## config.mk

```make
export PLATFORM = sky130hd
export DESIGN_NAME = stop_and_wait_frame_builder_top
export DESIGN_NICKNAME = d
export VERILOG_FILES = /design/src/design/swfb_pkg.sv /design/src/design/swfb_cfg.sv /design/src/design/swfb_front.sv /design/src/design/swfb_queue.sv /design/src/design/swfb_back.sv /design/src/design/stop_and_wait_frame_builder_top.sv
export SDC_FILE = /design/constraint.sdc
export NUM_CORES = 1
export LEC_CHECK = 0
export ABC_AREA = 1
export BUFFER_PORTS_ARGS = -buffer_cell sky130_fd_sc_hd__buf_2
export CELL_PAD_IN_SITES_DETAIL_PLACEMENT = 1
export CELL_PAD_IN_SITES_GLOBAL_PLACEMENT = 1
export CORE_MARGIN = 2
export CORE_UTILIZATION = 30
export CTS_CLUSTER_SIZE = 28
export DETAILED_ROUTE_END_ITERATION = 10
export GPL_ROUTABILITY_DRIVEN = 0
export PLACE_DENSITY_LB_ADDON = 0.2
export SYNTH_ARGS = -nofsm -noshare
export SYNTH_HDL_FRONTEND = slang
export SYNTH_HIERARCHICAL = 1
export SYNTH_SLANG_ARGS = --single-unit
```

## constraint.sdc

```tcl
create_clock -name clk -period 4.4 [get_ports clk]
set_input_delay 0.22 -clock clk [delete_from_list [all_inputs] [get_ports clk]]
set_output_delay 0.22 -clock clk [all_outputs]
set_load 0.01 [all_outputs]
```

## src/design/swfb_pkg.sv

```systemverilog
// Shared types and constants of the stop-and-wait frame builder.
`timescale 1ns / 1ps
`default_nettype none

package swfb_pkg;

  // Operation codes of an input item
  localparam logic OP_PAYLOAD = 1'b0;
  localparam logic OP_REPLY   = 1'b1;

  // Reply codes
  localparam logic [2:0] REPLY_RR0  = 3'd0;
  localparam logic [2:0] REPLY_RR1  = 3'd1;
  localparam logic [2:0] REPLY_REJ0 = 3'd2;
  localparam logic [2:0] REPLY_REJ1 = 3'd3;

  // Result kinds
  localparam logic [1:0] KIND_BYTE    = 2'd0;
  localparam logic [1:0] KIND_ACK     = 2'd1;
  localparam logic [1:0] KIND_REJECT  = 2'd2;
  localparam logic [1:0] KIND_INVALID = 2'd3;

  // Register indexes
  localparam logic [2:0] REG_FLAG      = 3'd0;
  localparam logic [2:0] REG_ESCAPE    = 3'd1;
  localparam logic [2:0] REG_ESC_FLAG  = 3'd2;
  localparam logic [2:0] REG_ESC_ESC   = 3'd3;
  localparam logic [2:0] REG_ADDRESS   = 3'd4;
  localparam logic [2:0] REG_CTRL_ZERO = 3'd5;
  localparam logic [2:0] REG_CTRL_ONE  = 3'd6;

  localparam int ADDR_W  = 5;
  localparam int QUEUE_D = 2;

  typedef struct packed {
    logic [7:0] flag_value;
    logic [7:0] escape_value;
    logic [7:0] escaped_flag_code;
    logic [7:0] escaped_escape_code;
    logic [7:0] address_value;
    logic [7:0] control_seq_zero;
    logic [7:0] control_seq_one;
  } cfg_t;

  // One classified item, as handed from the front to the back
  typedef struct packed {
    logic       is_reply;
    logic       open;
    logic       last;
    logic [7:0] data;
    logic [7:0] ctrl;
    logic [7:0] check;
    logic [1:0] kind;
  } job_t;

endpackage

`default_nettype wire

```

## src/design/swfb_cfg.sv

```systemverilog
// Configuration register file with its APB-style access port.
`timescale 1ns / 1ps
`default_nettype none

module swfb_cfg (
  input  wire logic                       clk,
  input  wire logic                       rst_n,
  input  wire logic                       cfg_psel,
  input  wire logic                       cfg_penable,
  input  wire logic                       cfg_pwrite,
  input  wire logic [swfb_pkg::ADDR_W-1:0] cfg_paddr,
  input  wire logic [31:0]                cfg_pwdata,
  output      logic [31:0]                cfg_prdata,
  output      logic                       cfg_pready,
  output      swfb_pkg::cfg_t             cfg
);

  swfb_pkg::cfg_t cfg_r, cfg_nxt;
  logic           wr_en;
  logic [2:0]     reg_idx;
  logic [7:0]     rd_byte;

  assign cfg_pready = 1'b1;
  assign wr_en      = cfg_psel && cfg_penable && cfg_pwrite && cfg_pready;
  assign reg_idx    = cfg_paddr[4:2];

  always_comb begin
    cfg_nxt = cfg_r;
    if (wr_en) begin
      case (reg_idx)
        swfb_pkg::REG_FLAG:      cfg_nxt.flag_value          = cfg_pwdata[7:0];
        swfb_pkg::REG_ESCAPE:    cfg_nxt.escape_value        = cfg_pwdata[7:0];
        swfb_pkg::REG_ESC_FLAG:  cfg_nxt.escaped_flag_code   = cfg_pwdata[7:0];
        swfb_pkg::REG_ESC_ESC:   cfg_nxt.escaped_escape_code = cfg_pwdata[7:0];
        swfb_pkg::REG_ADDRESS:   cfg_nxt.address_value       = cfg_pwdata[7:0];
        swfb_pkg::REG_CTRL_ZERO: cfg_nxt.control_seq_zero    = cfg_pwdata[7:0];
        swfb_pkg::REG_CTRL_ONE:  cfg_nxt.control_seq_one     = cfg_pwdata[7:0];
        default: ;
      endcase
    end
  end

  always_comb begin
    case (reg_idx)
      swfb_pkg::REG_FLAG:      rd_byte = cfg_r.flag_value;
      swfb_pkg::REG_ESCAPE:    rd_byte = cfg_r.escape_value;
      swfb_pkg::REG_ESC_FLAG:  rd_byte = cfg_r.escaped_flag_code;
      swfb_pkg::REG_ESC_ESC:   rd_byte = cfg_r.escaped_escape_code;
      swfb_pkg::REG_ADDRESS:   rd_byte = cfg_r.address_value;
      swfb_pkg::REG_CTRL_ZERO: rd_byte = cfg_r.control_seq_zero;
      swfb_pkg::REG_CTRL_ONE:  rd_byte = cfg_r.control_seq_one;
      default:                 rd_byte = 8'd0;
    endcase
  end

  assign cfg_prdata = {24'd0, rd_byte};
  assign cfg        = cfg_r;

  always_ff @(posedge clk) begin
    if (!rst_n) begin
      cfg_r.flag_value          <= 8'd126;
      cfg_r.escape_value        <= 8'd125;
      cfg_r.escaped_flag_code   <= 8'd94;
      cfg_r.escaped_escape_code <= 8'd93;
      cfg_r.address_value       <= 8'd3;
      cfg_r.control_seq_zero    <= 8'd0;
      cfg_r.control_seq_one     <= 8'd64;
    end else begin
      cfg_r <= cfg_nxt;
    end
  end

endmodule

`default_nettype wire

```

## src/design/swfb_front.sv

```systemverilog
// Front end: accepts items, keeps frame and sequence state, classifies each item.
`timescale 1ns / 1ps
`default_nettype none

module swfb_front (
  input  wire logic           clk,
  input  wire logic           rst_n,
  input  swfb_pkg::cfg_t      cfg,
  input  wire logic           in_valid,
  output      logic           in_stall,
  input  wire logic           in_operation,
  input  wire logic [7:0]     in_payload_byte,
  input  wire logic           in_end_of_payload,
  input  wire logic [2:0]     in_reply_kind,
  input  wire logic           q_full,
  output      logic           q_push,
  output      swfb_pkg::job_t q_job
);

  logic       inside_frame_r, inside_frame_nxt;
  logic       seq_bit_r, seq_bit_nxt;
  logic [7:0] xor_r, xor_nxt;
  logic [7:0] xor_new;
  logic       opening;

  assign in_stall = q_full;
  assign q_push   = in_valid && !in_stall;

  assign opening = !inside_frame_r;
  assign xor_new = (opening ? 8'd0 : xor_r) ^ in_payload_byte;

  always_comb begin
    q_job            = '0;
    inside_frame_nxt = inside_frame_r;
    seq_bit_nxt      = seq_bit_r;
    xor_nxt          = xor_r;

    q_job.is_reply = (in_operation == swfb_pkg::OP_REPLY);
    q_job.open     = opening;
    q_job.last     = in_end_of_payload;
    q_job.data     = in_payload_byte;
    q_job.ctrl     = seq_bit_r ? cfg.control_seq_one : cfg.control_seq_zero;
    q_job.check    = xor_new;
    q_job.kind     = swfb_pkg::KIND_INVALID;

    if (in_operation == swfb_pkg::OP_PAYLOAD) begin
      inside_frame_nxt = !in_end_of_payload;
      xor_nxt          = in_end_of_payload ? 8'd0 : xor_new;
    end else if (!inside_frame_r) begin
      case (in_reply_kind)
        swfb_pkg::REPLY_RR0: begin
          if (seq_bit_r) begin
            q_job.kind  = swfb_pkg::KIND_ACK;
            seq_bit_nxt = 1'b0;
          end
        end
        swfb_pkg::REPLY_RR1: begin
          if (!seq_bit_r) begin
            q_job.kind  = swfb_pkg::KIND_ACK;
            seq_bit_nxt = 1'b1;
          end
        end
        swfb_pkg::REPLY_REJ0, swfb_pkg::REPLY_REJ1: q_job.kind = swfb_pkg::KIND_REJECT;
        default: q_job.kind = swfb_pkg::KIND_INVALID;
      endcase
    end
  end

  always_ff @(posedge clk) begin
    if (!rst_n) begin
      inside_frame_r <= 1'b0;
      seq_bit_r      <= 1'b0;
      xor_r          <= 8'd0;
    end else if (q_push) begin
      inside_frame_r <= inside_frame_nxt;
      seq_bit_r      <= seq_bit_nxt;
      xor_r          <= xor_nxt;
    end
  end

endmodule

`default_nettype wire

```

## src/design/swfb_queue.sv

```systemverilog
// Two-entry queue of classified items between front and back.
`timescale 1ns / 1ps
`default_nettype none

module swfb_queue (
  input  wire logic           clk,
  input  wire logic           rst_n,
  input  wire logic           push,
  input  swfb_pkg::job_t      push_job,
  input  wire logic           pop,
  output      swfb_pkg::job_t pop_job,
  output      logic           empty,
  output      logic           full
);

  swfb_pkg::job_t entry_r [swfb_pkg::QUEUE_D];
  logic       wr_ptr_r, wr_ptr_nxt;
  logic       rd_ptr_r, rd_ptr_nxt;
  logic [1:0] count_r, count_nxt;

  assign empty   = (count_r == 2'd0);
  assign full    = (count_r == 2'(swfb_pkg::QUEUE_D));
  assign pop_job = entry_r[rd_ptr_r];

  always_comb begin
    wr_ptr_nxt = push ? ~wr_ptr_r : wr_ptr_r;
    rd_ptr_nxt = pop ? ~rd_ptr_r : rd_ptr_r;
    count_nxt  = count_r + {1'b0, push} - {1'b0, pop};
  end

  always_ff @(posedge clk) begin
    if (push) begin
      entry_r[wr_ptr_r] <= push_job;
    end
  end

  always_ff @(posedge clk) begin
    if (!rst_n) begin
      wr_ptr_r <= 1'b0;
      rd_ptr_r <= 1'b0;
      count_r  <= 2'd0;
    end else begin
      wr_ptr_r <= wr_ptr_nxt;
      rd_ptr_r <= rd_ptr_nxt;
      count_r  <= count_nxt;
    end
  end

endmodule

`default_nettype wire

```

## src/design/swfb_back.sv

```systemverilog
// Back end: steps through the bytes of each queued item into the output register.
`timescale 1ns / 1ps
`default_nettype none

module swfb_back (
  input  wire logic           clk,
  input  wire logic           rst_n,
  input  swfb_pkg::cfg_t      cfg,
  input  wire logic           q_empty,
  input  swfb_pkg::job_t      q_job,
  output      logic           q_pop,
  output      logic           out_valid,
  input  wire logic           out_stall,
  output      logic [7:0]     out_line_byte,
  output      logic [1:0]     out_kind,
  output      logic           out_last_of_run
);

  typedef enum logic [10:0] {
    ST_IDLE  = 11'b000_0000_0001,
    ST_FLAG  = 11'b000_0000_0010,
    ST_ADDR  = 11'b000_0000_0100,
    ST_CTRL  = 11'b000_0000_1000,
    ST_HCHK  = 11'b000_0001_0000,
    ST_DATA  = 11'b000_0010_0000,
    ST_DATA2 = 11'b000_0100_0000,
    ST_CHK   = 11'b000_1000_0000,
    ST_CHK2  = 11'b001_0000_0000,
    ST_CLOSE = 11'b010_0000_0000,
    ST_REPLY = 11'b100_0000_0000
  } step_t;

  step_t          step_r, step_nxt, step_adv, step_start;
  swfb_pkg::job_t job_r, job_nxt;
  logic           out_valid_r, out_valid_nxt;
  logic [7:0]     byte_r, byte_nxt, byte_c;
  logic [1:0]     kind_r, kind_nxt, kind_c;
  logic           last_r, last_nxt;
  logic           done_c;
  logic           out_free;
  logic           emit;

  assign out_free = !out_valid_r || !out_stall;
  assign emit     = (step_r != ST_IDLE) && out_free;

  // Byte for the current step, and where the step goes next
  always_comb begin
    byte_c   = 8'd0;
    kind_c   = swfb_pkg::KIND_BYTE;
    done_c   = 1'b0;
    step_adv = step_r;
    case (step_r)
      ST_FLAG: begin
        byte_c   = cfg.flag_value;
        step_adv = ST_ADDR;
      end
      ST_ADDR: begin
        byte_c   = cfg.address_value;
        step_adv = ST_CTRL;
      end
      ST_CTRL: begin
        byte_c   = job_r.ctrl;
        step_adv = ST_HCHK;
      end
      ST_HCHK: begin
        byte_c   = cfg.address_value ^ job_r.ctrl;
        step_adv = ST_DATA;
      end
      ST_DATA: begin
        if (job_r.data == cfg.flag_value || job_r.data == cfg.escape_value) begin
          byte_c   = cfg.escape_value;
          step_adv = ST_DATA2;
        end else begin
          byte_c   = job_r.data;
          step_adv = ST_CHK;
          done_c   = !job_r.last;
        end
      end
      ST_DATA2: begin
        // flag wins when flag and escape are the same byte
        byte_c   = (job_r.data == cfg.flag_value) ? cfg.escaped_flag_code
                                                  : cfg.escaped_escape_code;
        step_adv = ST_CHK;
        done_c   = !job_r.last;
      end
      ST_CHK: begin
        if (job_r.check == cfg.flag_value || job_r.check == cfg.escape_value) begin
          byte_c   = cfg.escape_value;
          step_adv = ST_CHK2;
        end else begin
          byte_c   = job_r.check;
          step_adv = ST_CLOSE;
        end
      end
      ST_CHK2: begin
        byte_c   = (job_r.check == cfg.flag_value) ? cfg.escaped_flag_code
                                                   : cfg.escaped_escape_code;
        step_adv = ST_CLOSE;
      end
      ST_CLOSE: begin
        byte_c = cfg.flag_value;
        done_c = 1'b1;
      end
      ST_REPLY: begin
        kind_c = job_r.kind;
        done_c = 1'b1;
      end
      default: ;
    endcase
  end

  always_comb begin
    if (q_job.is_reply) begin
      step_start = ST_REPLY;
    end else if (q_job.open) begin
      step_start = ST_FLAG;
    end else begin
      step_start = ST_DATA;
    end
  end

  // Take the next item as soon as the current one has issued its last byte
  assign q_pop = !q_empty && ((step_r == ST_IDLE) || (emit && done_c));

  always_comb begin
    job_nxt = q_pop ? q_job : job_r;
    if (emit && !done_c) begin
      step_nxt = step_adv;
    end else if (q_pop) begin
      step_nxt = step_start;
    end else if (emit) begin
      step_nxt = ST_IDLE;
    end else begin
      step_nxt = step_r;
    end
  end

  always_comb begin
    out_valid_nxt = out_valid_r && out_stall;
    byte_nxt      = byte_r;
    kind_nxt      = kind_r;
    last_nxt      = last_r;
    if (emit) begin
      out_valid_nxt = 1'b1;
      byte_nxt      = byte_c;
      kind_nxt      = kind_c;
      last_nxt      = done_c;
    end
  end

  always_ff @(posedge clk) begin
    job_r  <= job_nxt;
    byte_r <= byte_nxt;
    kind_r <= kind_nxt;
    last_r <= last_nxt;
  end

  always_ff @(posedge clk) begin
    if (!rst_n) begin
      step_r      <= ST_IDLE;
      out_valid_r <= 1'b0;
    end else begin
      step_r      <= step_nxt;
      out_valid_r <= out_valid_nxt;
    end
  end

  assign out_valid       = out_valid_r;
  assign out_line_byte   = byte_r;
  assign out_kind        = kind_r;
  assign out_last_of_run = last_r;

endmodule

`default_nettype wire

```

## src/design/stop_and_wait_frame_builder_top.sv

```systemverilog
// Top level of the stop-and-wait frame builder.
//
//   channel  direction  handshake            payload
//   in_      input      in_valid/in_stall    operation, payload_byte, end_of_payload, reply_kind
//   out_     output     out_valid/out_stall  line_byte, kind, last_of_run
//   cfg_     input      APB write/read       seven 8-bit registers at 4*index
//
// The back end issues one result per cycle while out_stall is low: a payload byte
// yields header, stuffing, check and closing flag bytes as needed, a reply one result.
// The front end takes an item per cycle while the two-entry queue has room.
// Reset restores the registers and clears frame, sequence and check state.
// out_stall holds the output register; the queue lets the front keep accepting.
`timescale 1ns / 1ps
`default_nettype none

module stop_and_wait_frame_builder_top (
  input  wire logic                        clk,
  input  wire logic                        rst_n,
  input  wire logic                        in_valid,
  output      logic                        in_stall,
  input  wire logic                        in_operation,
  input  wire logic [7:0]                  in_payload_byte,
  input  wire logic                        in_end_of_payload,
  input  wire logic [2:0]                  in_reply_kind,
  output      logic                        out_valid,
  input  wire logic                        out_stall,
  output      logic [7:0]                  out_line_byte,
  output      logic [1:0]                  out_kind,
  output      logic                        out_last_of_run,
  input  wire logic                        cfg_psel,
  input  wire logic                        cfg_penable,
  input  wire logic                        cfg_pwrite,
  input  wire logic [swfb_pkg::ADDR_W-1:0] cfg_paddr,
  input  wire logic [31:0]                 cfg_pwdata,
  output      logic [31:0]                 cfg_prdata,
  output      logic                        cfg_pready
);

  swfb_pkg::cfg_t cfg;
  swfb_pkg::job_t push_job, pop_job;
  logic           q_push, q_pop, q_empty, q_full;

  swfb_cfg u_cfg (
    .clk         (clk),
    .rst_n       (rst_n),
    .cfg_psel    (cfg_psel),
    .cfg_penable (cfg_penable),
    .cfg_pwrite  (cfg_pwrite),
    .cfg_paddr   (cfg_paddr),
    .cfg_pwdata  (cfg_pwdata),
    .cfg_prdata  (cfg_prdata),
    .cfg_pready  (cfg_pready),
    .cfg         (cfg)
  );

  swfb_front u_front (
    .clk               (clk),
    .rst_n             (rst_n),
    .cfg               (cfg),
    .in_valid          (in_valid),
    .in_stall          (in_stall),
    .in_operation      (in_operation),
    .in_payload_byte   (in_payload_byte),
    .in_end_of_payload (in_end_of_payload),
    .in_reply_kind     (in_reply_kind),
    .q_full            (q_full),
    .q_push            (q_push),
    .q_job             (push_job)
  );

  swfb_queue u_queue (
    .clk      (clk),
    .rst_n    (rst_n),
    .push     (q_push),
    .push_job (push_job),
    .pop      (q_pop),
    .pop_job  (pop_job),
    .empty    (q_empty),
    .full     (q_full)
  );

  swfb_back u_back (
    .clk             (clk),
    .rst_n           (rst_n),
    .cfg             (cfg),
    .q_empty         (q_empty),
    .q_job           (pop_job),
    .q_pop           (q_pop),
    .out_valid       (out_valid),
    .out_stall       (out_stall),
    .out_line_byte   (out_line_byte),
    .out_kind        (out_kind),
    .out_last_of_run (out_last_of_run)
  );

endmodule

`default_nettype wire
```

==> impl_metrics.env <==
export IMPL_gr_max_usage_layer="met2"
export IMPL_die_w_um=181
export IMPL_use_met2_pct=28.0
export IMPL_fp_coreArea_um2=30700
export IMPL_io_buffers=51
export IMPL_avgRoutedWirePerCell_um=18.0
export IMPL_yosys_top_cells_area="edfxtp_1 31%, dfxtp_1 18%, nand2_1 12%"
export IMPL_worstSkewPairLatency_ps=440
export IMPL_status="finished clean"
export IMPL_min_period_ps=2940
export IMPL_finalPower_uw=5130
export IMPL_async_reset_ff_share_pct=0
export IMPL_hold_path_class="in2reg"
export IMPL_cts_made_buffers=17
export IMPL_setup_viol=0
export IMPL_cts_sinks=179
export IMPL_placedInstanceArea_um2=9790
export IMPL_netlist_area_um2=9410
export IMPL_tns_ps=0
export IMPL_slew_headroom_pct=36.3
export IMPL_synth_edf_count=96
export IMPL_cp_slowest_cell="dfxtp_1"
export IMPL_ys_ff_latch=179
export IMPL_synth_top_cell_area_share_pct=30.7
export IMPL_seq_area_frac_synth_pct=48.3
export IMPL_fin_skew_ps=11.9
export IMPL_clkTransAtPathRegs_ps=70
export IMPL_drc_errors=0
export IMPL_synth_distinct_cells=40
export IMPL_grt_pass1_wl_um=43300
export IMPL_start_util_pct=30.6
export IMPL_cp_start_kind="flop"
export IMPL_grtUsageTotal_pct=17.5
export IMPL_die_h_um=181
export IMPL_cts_tree="built"
export IMPL_end_kind="flop"
export IMPL_ys_flop_type="edfxtp_1"
export IMPL_critical_path_required_ps=4740
export IMPL_hpwl_um=20700
export IMPL_viasPerCell=4.72
export IMPL_cp_slowest_stage_delay_ps=460
export IMPL_finalWirelength_um=28400
export IMPL_grt_pass1_vias=7232
export IMPL_worst_slew_pin_slew_ps=952
export IMPL_drive_above_1_share_pct=15.8
export IMPL_hold_viol=0
export IMPL_syn_area_per_cell_um2=8.30
export IMPL_arrival_ps=3280
export IMPL_power_density_nw_per_um2=494
export IMPL_rsz0062_at_grt="no"
export IMPL_antenna_found_initial=0
export IMPL_antenna_cells=0
export IMPL_min_period_over_period_pct=66.8
export IMPL_vias=7444
export IMPL_p_leak_uw=0.00450
export IMPL_io_pins=103
export IMPL_path_common_cell="nand2_1"
export IMPL_firstDrtPassIters=4
export IMPL_rows=64
export IMPL_syn_to_final_growth_pct=10.6
export IMPL_ir_drop_mv=0.237
export IMPL_fin_util_pct=33.8
export IMPL_htreeDepth=4
export IMPL_clk_path_buf_depth=2
export IMPL_path_class="reg2reg"
export IMPL_worstPathMaxFanout=10
export IMPL_synth_warnings=6
export IMPL_design_area_um2=10400
export IMPL_grtUsageMet3_pct=2.72
export IMPL_ant_nets=0
export IMPL_drt_iter0_drc=367
export IMPL_maxSlewViolCount=0
export IMPL_r2r_setup_slack_ps=1460
export IMPL_fmax_ghz=0.340
export IMPL_maxCapViolCount=0
export IMPL_syn_instance_count=1133
export IMPL_cp_cell_sequence="inv_1, nand2_1, nand2_1, nand2_1, nor2_1, nand2_2, inv_2, a21oi_4, nand2_2, nand2_1, nand2_1, nand2_2, nand2_1, a21oi_2, ha_1, inv_1, ha_1, inv_1, nand2_1, nand3_1, nand2_1, nor2_1"
export IMPL_grt_max_degree=58
export IMPL_yosysTopAreaCell="edfxtp_1"
export IMPL_root_buffer="clkbuf_16"
export IMPL_grtUsageMet1_pct=24.7
export IMPL_postCtsSetupBuffers=0
export IMPL_fin_hold_ws_ps=12.4
export IMPL_grt_remaining_overflow=0
export IMPL_layout_nets=1227
export IMPL_die_area_um2=32800
-- layer usage --
metal  part of all wire, %  vias up
met4                   1.2        0
met5                     0        -
li1                      -     3721
met3                   2.8       20
met1                    50     3598
met2                    46      105
-- final cells by class --
type | count | area (µm²)
repair buffers | 61 | 340
flip-flops and latches | 179 | 4540
multi-input cells | 800 | 4040
clock inverters | 12 | 139
well taps | 396 | 495
clock buffers | 20 | 437
fillers | 3724 | 20300
inverters | 109 | 409
-- logic make-up after synthesis --
logic type / Yosys count / synth area share (%)
DFF: 179 / 48.3
and+or+nand+nor: 627 / 29.8
AOI/OAI and AO/OA: 91 / 5.33
buffers and inverters: 177 / 9.71
muxes: 37 / 4.83
xor gates and xnor gates: 18 / 1.68
adders and majority gates: 2 / 0.266
other: 2 / 0.0798
-- metrics by stage --
stage / instances / setup WS [ps]
after floorplan: 1156 / 568
after global placement: 1541 / 1540
after detailed placement: 1541 / 1470
after CTS: 1577 / 1450
after global routing: 1577 / 1170
final: 1577 / 1460
-- power breakdown --
group	switching, µW	internal (µW)
sequential	189	2120
combinational	856	456
clock	712	805
total	1760	3380
-- registers in the layout, summed over array words and instances (netlist names), named ones only --
name / cells
u_back/job_r: 27
u_back/step_r: 11
u_cfg/cfg: 56
u_back/out_last_of_run: 1
u_queue/wr_ptr_r: 1
u_queue/entry_r: 58
u_back/out_line_byte: 8
u_back/out_kind: 2
u_back/out_valid: 1
u_queue/rd_ptr_r: 1
u_queue/count_r: 2
u_front/seq_bit_r: 1
u_front/inside_frame_r: 1
u_front/xor_r: 8
-- placed cells by master (no fill, tap or decap), types with 23 or more instances in the layout --
| cell | count |
|---|---|
| a21oi_1 | 23 |
| nand3_1 | 89 |
| nor2_1 | 148 |
| nand2_1 | 302 |
| buf_2 | 51 |
| nand4_1 | 33 |
| edfxtp_1 | 96 |
| mux2_2 | 27 |
| inv_1 | 94 |
| o21ai_0 | 45 |
| conb_1 | 25 |
| dfxtp_1 | 83 |
-- cells in the mapped netlist, types with 2 or more instances --
library cell / n
nand4_1: 33
nand2_4: 2
buf_2: 9
nor2_1: 149
a21oi_2: 3
nand3_1: 89
clkbuf_1: 7
nand3_4: 3
dfxtp_1: 83
a21oi_1: 24
o211ai_1: 2
buf_6: 8
nand3_2: 3
nor3_1: 8
nor2_8: 2
xnor2_1: 15
ha_1: 2
inv_2: 15
buf_4: 43
nand2_2: 13
nand2_1: 302
o21ai_0: 45
conb_1: 2
inv_1: 94
mux2_4: 10
mux2_2: 27
nor2_4: 7
xor2_1: 3
nor2_2: 11
o22ai_1: 13
edfxtp_1: 96
o21ai_1: 2
-- timing repair --
action	in CTS	in global routing
endpoints found under the hold margin	8	0
gates resized for setup	0	0
hold buffers	4	0
-- critical path, delay by kind of cell (launching register included) --
family,cells,cell delay [ps]
AO/OA/AOI/OAI,2,390
adder cells (fa/ha/maj),2,420
buffers and inverters,4,380
flip-flops,1,460
AND/OR/NAND/NOR,14,1150
-- worst paths after layout --
path,startpoint,to,depth (start not counted)
worst min register to register,u_back/step_r[6]$_SDFFE_PN0P_,u_back/step_r[6]$_SDFFE_PN0P_,2
worst max-delay path,u_cfg/cfg[49]$_SDFFE_PN1P_,u_queue/count_r[1]$_SDFF_PN0_,22
worst min-delay path,in_payload_byte[4],u_queue/entry_r[0][22]$_DFFE_PP_,1
worst max register to register,u_cfg/cfg[49]$_SDFFE_PN1P_,u_queue/count_r[1]$_SDFF_PN0_,22
(Power assumes the default switching activity.)
